==> config.mk <==
export PLATFORM = sky130hd
export DESIGN_NAME = stable_sorted_queue_unit
export DESIGN_NICKNAME = d
export VERILOG_FILES = /design/src/rtl/core/ssq_pkg.sv /design/src/rtl/core/ssq_cell.sv /design/src/rtl/core/stable_sorted_queue_unit.sv
export SDC_FILE = /design/constraint.sdc
export NUM_CORES = 2
export LEC_CHECK = 0
export CORE_MARGIN = 2
export CORE_UTILIZATION = 40
export CTS_CLUSTER_DIAMETER = 150
export DETAILED_ROUTE_END_ITERATION = 8
export DONT_BUFFER_PORTS = 1
export PLACE_DENSITY = 0.65
export SETUP_SLACK_MARGIN = 0.2
export SYNTH_ARGS = -nofsm -noshare
export SYNTH_HDL_FRONTEND = slang
export SYNTH_SLANG_ARGS = --single-unit
export TNS_END_PERCENT = 1
==> constraint.sdc <==
create_clock -name clk -period 4.6 [get_ports clk]
set_input_delay 0.23 -clock clk [delete_from_list [all_inputs] [get_ports clk]]
set_output_delay 0.23 -clock clk [all_outputs]
set_load 0.05 [all_outputs]
==> src/rtl/core/ssq_pkg.sv <==
// ----------------------------------------------------------------------------
// ssq_pkg
// Types, codes and defaults shared by the stable sorted queue cells and top.
// ----------------------------------------------------------------------------
package ssq_pkg;

	// field widths fixed by the command and result words
	localparam int KEY_BITS       = 8;
	localparam int PAY_FIELD_BITS = 32;

	// defaults for the top-level parameters
	localparam int DEPTH_DEF        = 16;
	localparam int PAYLOAD_BITS_DEF = 32;

	// command codes
	typedef enum logic {
		CMD_PUSH = 1'b0,
		CMD_POP  = 1'b1
	} cmd_t;

	// result status codes
	typedef enum logic [1:0] {
		ST_PUSHED    = 2'd0,
		ST_POPPED    = 2'd1,
		ST_POP_EMPTY = 2'd2,
		ST_PUSH_FULL = 2'd3
	} status_t;

	// command word
	typedef struct packed {
		cmd_t                         command;
		logic signed [KEY_BITS-1:0]   sort_key;
		logic [PAY_FIELD_BITS-1:0]    payload;
	} req_word_t;

	// result word
	typedef struct packed {
		status_t                      status;
		logic signed [KEY_BITS-1:0]   out_key;
		logic [PAY_FIELD_BITS-1:0]    out_payload;
	} rsp_word_t;

	// control broadcast to every cell of the chain
	typedef struct packed {
		logic                         push;
		logic                         pop;
		logic signed [KEY_BITS-1:0]   key;
	} cell_ctrl_t;

	// key and valid flag held by one cell
	typedef struct packed {
		logic                         valid;
		logic signed [KEY_BITS-1:0]   key;
	} cell_entry_t;

endpackage

==> src/rtl/core/ssq_cell.sv <==
// ----------------------------------------------------------------------------
// ssq_cell
// One slot of the sorted chain: keeps, loads the new entry, or takes its
// neighbor's entry on push (from the left) or pop (from the right).
// ----------------------------------------------------------------------------
module ssq_cell #(
	parameter int STORE_BITS = 32
) (
	input  logic                   clk,
	input  logic                   arst_n,
	input  ssq_pkg::cell_ctrl_t    ctrl,
	input  logic [STORE_BITS-1:0]  new_pay,
	input  ssq_pkg::cell_entry_t   prev_entry,
	input  logic [STORE_BITS-1:0]  prev_pay,
	input  logic                   prev_keep,
	input  ssq_pkg::cell_entry_t   next_entry,
	input  logic [STORE_BITS-1:0]  next_pay,
	output ssq_pkg::cell_entry_t   entry,
	output logic [STORE_BITS-1:0]  pay,
	output logic                   keep
);
	import ssq_pkg::*;

	logic                         valid_q;
	logic signed [KEY_BITS-1:0]   key_q;
	logic [STORE_BITS-1:0]        pay_q;

	// entry stays put on push when it is valid and its key is not above the new key
	assign keep = valid_q && (key_q <= ctrl.key);

	assign entry.valid = valid_q;
	assign entry.key   = key_q;
	assign pay         = pay_q;

	// valid flag: shifts right on push, left on pop
	always_ff @(posedge clk or negedge arst_n) begin
		if (!arst_n) begin
			valid_q <= 1'b0;
		end else if (ctrl.push) begin
			valid_q <= prev_entry.valid;
		end else if (ctrl.pop) begin
			valid_q <= next_entry.valid;
		end
	end

	// slot contents
	always_ff @(posedge clk) begin
		if (ctrl.push) begin
			if (!keep) begin
				if (prev_keep) begin
					key_q <= ctrl.key;
					pay_q <= new_pay;
				end else begin
					key_q <= prev_entry.key;
					pay_q <= prev_pay;
				end
			end
		end else if (ctrl.pop) begin
			key_q <= next_entry.key;
			pay_q <= next_pay;
		end
	end

endmodule

==> src/rtl/core/stable_sorted_queue_unit.sv <==
// A command word taken at one edge gives its result word, marked by done,
// in the next cycle. Throughput: one command per cycle; busy stays low because
// every cell of the chain compares and shifts in the same cycle.
// Reset clears all valid flags, so the queue starts empty; slot data is not reset.
// Results cannot be held off and are shown for exactly one cycle.
// ----------------------------------------------------------------------------
// stable_sorted_queue_unit
// Stable priority queue on a chain of slot cells: push inserts behind all
// entries with keys not above its own, pop returns the head entry.
// ----------------------------------------------------------------------------
module stable_sorted_queue_unit #(
	parameter int DEPTH        = ssq_pkg::DEPTH_DEF,
	parameter int PAYLOAD_BITS = ssq_pkg::PAYLOAD_BITS_DEF
) (
	input  logic                clk,
	input  logic                arst_n,
	input  logic                start,
	output logic                busy,
	input  ssq_pkg::req_word_t  request,
	output logic                done,
	output ssq_pkg::rsp_word_t  response
);
	import ssq_pkg::*;

	// payload bits actually kept per slot
	localparam int STORE_BITS = (PAYLOAD_BITS < PAY_FIELD_BITS) ? PAYLOAD_BITS
	                                                            : PAY_FIELD_BITS;

	cell_ctrl_t                  ctrl;
	logic [STORE_BITS-1:0]       new_pay;
	cell_entry_t                 entry  [DEPTH];
	logic [STORE_BITS-1:0]       pay    [DEPTH];
	logic                        keep   [DEPTH];
	logic                        full;
	logic                        empty;
	logic                        take;
	logic                        done_q;
	rsp_word_t                   rsp_q;

	assign busy    = 1'b0;
	assign take    = start && !busy;
	assign full    = entry[DEPTH-1].valid;
	assign empty   = !entry[0].valid;
	assign new_pay = request.payload[STORE_BITS-1:0];

	// command decode into the broadcast control
	always_comb begin
		ctrl.push = take && (request.command == CMD_PUSH) && !full;
		ctrl.pop  = take && (request.command == CMD_POP) && !empty;
		ctrl.key  = request.sort_key;
	end

	// chain of slot cells
	for (genvar i = 0; i < DEPTH; i++) begin : g_cell
		cell_entry_t             prev_e;
		logic [STORE_BITS-1:0]   prev_p;
		logic                    prev_k;
		cell_entry_t             next_e;
		logic [STORE_BITS-1:0]   next_p;

		if (i == 0) begin : g_head
			assign prev_e = '{valid: 1'b1, key: '0};
			assign prev_p = '0;
			assign prev_k = 1'b1;
		end else begin : g_body
			assign prev_e = entry[i-1];
			assign prev_p = pay[i-1];
			assign prev_k = keep[i-1];
		end

		if (i == DEPTH-1) begin : g_tail
			assign next_e = '{valid: 1'b0, key: '0};
			assign next_p = '0;
		end else begin : g_inner
			assign next_e = entry[i+1];
			assign next_p = pay[i+1];
		end

		ssq_cell #(
			.STORE_BITS (STORE_BITS)
		) u_cell (
			.clk        (clk),
			.arst_n     (arst_n),
			.ctrl       (ctrl),
			.new_pay    (new_pay),
			.prev_entry (prev_e),
			.prev_pay   (prev_p),
			.prev_keep  (prev_k),
			.next_entry (next_e),
			.next_pay   (next_p),
			.entry      (entry[i]),
			.pay        (pay[i]),
			.keep       (keep[i])
		);
	end

	// result strobe
	always_ff @(posedge clk or negedge arst_n) begin
		if (!arst_n) begin
			done_q <= 1'b0;
		end else begin
			done_q <= take;
		end
	end

	// result word register
	always_ff @(posedge clk) begin
		if (take) begin
			unique case (request.command)
				CMD_PUSH: begin
					rsp_q.status      <= full ? ST_PUSH_FULL : ST_PUSHED;
					rsp_q.out_key     <= '0;
					rsp_q.out_payload <= '0;
				end
				CMD_POP: begin
					if (empty) begin
						rsp_q.status      <= ST_POP_EMPTY;
						rsp_q.out_key     <= '0;
						rsp_q.out_payload <= '0;
					end else begin
						rsp_q.status      <= ST_POPPED;
						rsp_q.out_key     <= entry[0].key;
						rsp_q.out_payload <= PAY_FIELD_BITS'(pay[0]);
					end
				end
				default: begin
					rsp_q.status      <= ST_POP_EMPTY;
					rsp_q.out_key     <= '0;
					rsp_q.out_payload <= '0;
				end
			endcase
		end
	end

	assign done     = done_q;
	assign response = rsp_q;

endmodule

==> results.rst <==
.. list-table::
   :header-rows: 1

   * - Metric
     - Value
   * - Status
     - finished clean
   * - Router iterations before antenna repair
     - 6
   * - Number of max-capacitance violations reported
     - 0
   * - Area added between synthesis and finish
     - 10.2%
   * - # fillers
     - 8,750
   * - Final worst clock skew
     - 0.0168 ns
   * - Total setup violations reported at the end of the flow
     - 0
   * - Peak fanout along the critical path
     - 26
   * - Total wire length
     - 130 mm
   * - Portion of the post-synthesis area used by sequential elements
     - 0.538
   * - CP required
     - 4.90 ns
   * - Startpoint type of the worst setup path
     - flip-flop
   * - Vias
     - 30,900
   * - Clock slew at the register clock pins of the worst setup and hold paths
     - 0.06 ns
   * - Number of clock sinks seen by CTS
     - 699
   * - Top post-synthesis cells by area
     - edfxtp_1, a221o_1, o31ai_1
   * - Share of async-settable or async-resettable flops after synthesis
     - 0.0243
   * - Leading cell types in the layout, fill and taps excluded
     - edfxtp_1, nand2_1, nand4_1
   * - TritonCTS buffer count
     - 75
   * - Fraction of the cycle the final worst path needs
     - 0.654
   * - Floorplan row count
     - 114
   * - Root buffer cell
     - clkbuf_16
   * - Yosys warning count
     - 0
   * - Total power of the final layout
     - 14.0 mW
   * - Non-Filler Cell Area, Final
     - 0.0428 sq mm
   * - Core region area
     - 0.0966 sq mm
   * - Arrival time at the worst endpoint
     - 3.30 ns
   * - Insertion delay of the later-clocked pin in the worst-skew pair
     - 0.64 ns
   * - Final Critical Period
     - 3.01 ns
   * - Unrepaired setup endpoints after global routing
     - no
   * - Total power divided by cell area
     - 327 mW/mm^2
   * - Initial antenna violation count
     - 15
   * - TritonCTS clock tree
     - yes
   * - Number of enable flip-flop cells after synthesis
     - 682
   * - Area enclosed by the die boundary
     - 0.0997 sq mm
   * - Total routing resource utilization after global routing
     - 0.255
   * - Via count of the first global-routing pass
     - 28,300
   * - Seq cells post-synth
     - 699
   * - Total placed instance area
     - 0.0398 sq mm
   * - Detailed Route Iter0 Violations
     - 4,910
   * - Final slew viol count
     - 0
   * - Width of the die
     - 316 microns
   * - Type of the setup path with the least slack
     - reg -> reg
   * - Dominant synthesized flop cell
     - edfxtp_1
   * - Global placer's final weighted congestion
     - 0.878
   * - Cell Area, Synth
     - 0.0389 sq mm
   * - Achievable clock frequency
     - 333 MHz
   * - Count of input and output buffers
     - 0
   * - Syn Nets
     - 3,611
   * - CTS H-tree depth
     - 3
   * - Maximum number of buffers from clock root to sink
     - 3
   * - Hold Path Class
     - in -> reg
   * - Reported leakage power
     - 14.7 nW
   * - Portion of synthesized cell area occupied by the leading cell type
     - 0.527
   * - Post-DP HPWL
     - 83.8 mm
   * - Category of the worst setup path capture point
     - flip-flop
   * - Synthesized area per cell
     - 11.3 sq um
   * - Post-CTS Setup Bufs
     - 0
   * - Yosys top cell by area
     - edfxtp_1
   * - WL/cell
     - 28.3 microns
   * - Relative slew margins
     - 0.121
   * - Share of final-layout standard cells stronger than drive strength 1
     - 0.0856
   * - Number of distinct standard cells referenced by the synthesized netlist
     - 54
   * - Number of top-level pins
     - 88
   * - Slew at the pin closest to its max-slew limit
     - 1.31 ns
   * - Antenna viol nets, final
     - 0
   * - Worst vdd ir
     - 0.229 mV
   * - Layout net count
     - 3,439
   * - Drc violations
     - 0
   * - Effective utilization at floorplan
     - 0.403
   * - Syn Inst Count
     - 3,447
   * - Pin count of the biggest net entering global routing
     - 206
   * - Most common cell after layout, fill and taps aside
     - edfxtp_1
   * - Fin. Hold Viols
     - 0
   * - Wire length of the first global-routing pass
     - 194 mm
   * - Grt total ovfl
     - 0
   * - Post-detailed-route via-to-cell ratio
     - 6.70
   * - Die height
     - 316 microns
-- area by class of cell --
class                   instances  area, sq um  share of cell area
clock inverters                27          390             0.00912
repair buffers                129         1200              0.0280
well taps                    1276         1600              0.0373
diodes                          5         12.5            0.000292
inverters                      88          330             0.00771
multi-input cells            2282        16300               0.381
clock buffers                 105         2070              0.0484
flip-flops and latches        699        20900               0.488
-- repair_timing --
action,in CTS,in global routing
endpoints found under the hold margin,730,0
hold buffers,47,0
resized for setup,0,0
-- layer usage --
| metal | routed length [microns] | up-vias | GRT usage | share of wire |
|---|---|---|---|---|
| met5 | 130 | - | 0 | 0.0010 |
| met4 | 1930 | 20 | 0.0537 | 0.015 |
| met3 | 18200 | 169 | 0.0701 | 0.14 |
| met2 | 53300 | 2188 | 0.347 | 0.41 |
| met1 | 56700 | 15200 | 0.398 | 0.44 |
| li1 | - | 13300 | - | - |
-- worst max-delay path, cell delays in order, from the launching register on --
cell	delay (ns)
edfxtp_1	0.49
ha_1	0.43
nand4_1	0.14
nor2b_1	0.25
o21a_1	0.63
nor3_1	0.16
o21ai_4	0.19
buf_4	0.34
-- synth_stat cells (20+ instances only) --
master	number
edfxtp_1	682
clkbuf_1	242
a21o_1	28
ha_1	120
and3_1	41
o31ai_1	240
buf_2	116
nor2b_1	20
nor2_1	257
mux2i_1	119
a21oi_1	21
and2_1	234
nand2_1	270
a31oi_1	248
inv_1	84
a221o_1	241
o221ai_2	40
nand4_1	262
-- state kept, by name, indices dropped and copies added, names as in the netlist --
register / cells
response: 42
done: 1
g_cell.u_cell.pay: 512
g_cell.u_cell.valid_q: 16
g_cell.u_cell.key_q: 128
-- worst paths after layout --
check	from	end	slack, ns	cells after the start
hold reg to reg	g_cell[15].u_cell.pay[7]	g_cell[14].u_cell.pay[7]	0.51	2
hold / removal	request[40]	g_cell[15].u_cell.valid_q	0.08	4
setup reg to reg	g_cell[6].u_cell.key_q[7]	g_cell[6].u_cell.pay[13]	1.59	7
max in group asynchronous	arst_n	g_cell[4].u_cell.valid_q	4.32	2
min in group asynchronous	arst_n	g_cell[12].u_cell.valid_q	0.09	2
setup / recovery	g_cell[6].u_cell.key_q[7]	g_cell[6].u_cell.pay[13]	1.59	7
-- power breakdown --
group	switching [mW]	leakage [nW]	internal, mW	total [mW]
logic	0.551	7.05	0.175	0.726
clock network	2.61	1.19	3.66	6.27
registers	0.0830	6.42	6.91	6.99
-- logic make-up after synthesis --
family                   synth area share
AO/OA/AOI/OAI                       0.194
adder cells (fa/ha/maj)            0.0386
buffers and inverters              0.0515
flip-flops                          0.538
multiplexers                       0.0306
other                           0.0000965
AND/OR/NAND/NOR                     0.147
-- per-stage QoR --
| step | util | instances | hold WS (ns) | setup WS [ns] | TNS, ns |
|---|---|---|---|---|---|
| floorplan | - | 3447 | -0.0656 | -0.517 | -114.52 |
| global placement | 0.413 | 4427 | -0.0646 | 1.25 | 0 |
| detailed placement | 0.413 | 4427 | -0.0647 | 1.22 | 0 |
| CTS | 0.443 | 4606 | 0.0552 | 1.62 | 0 |
| global route | 0.443 | 4607 | 0.0835 | 1.42 | 0 |
| finish | 0.443 | 4611 | 0.0819 | 1.59 | 0 |
Power figures use the tool's default switching activity.
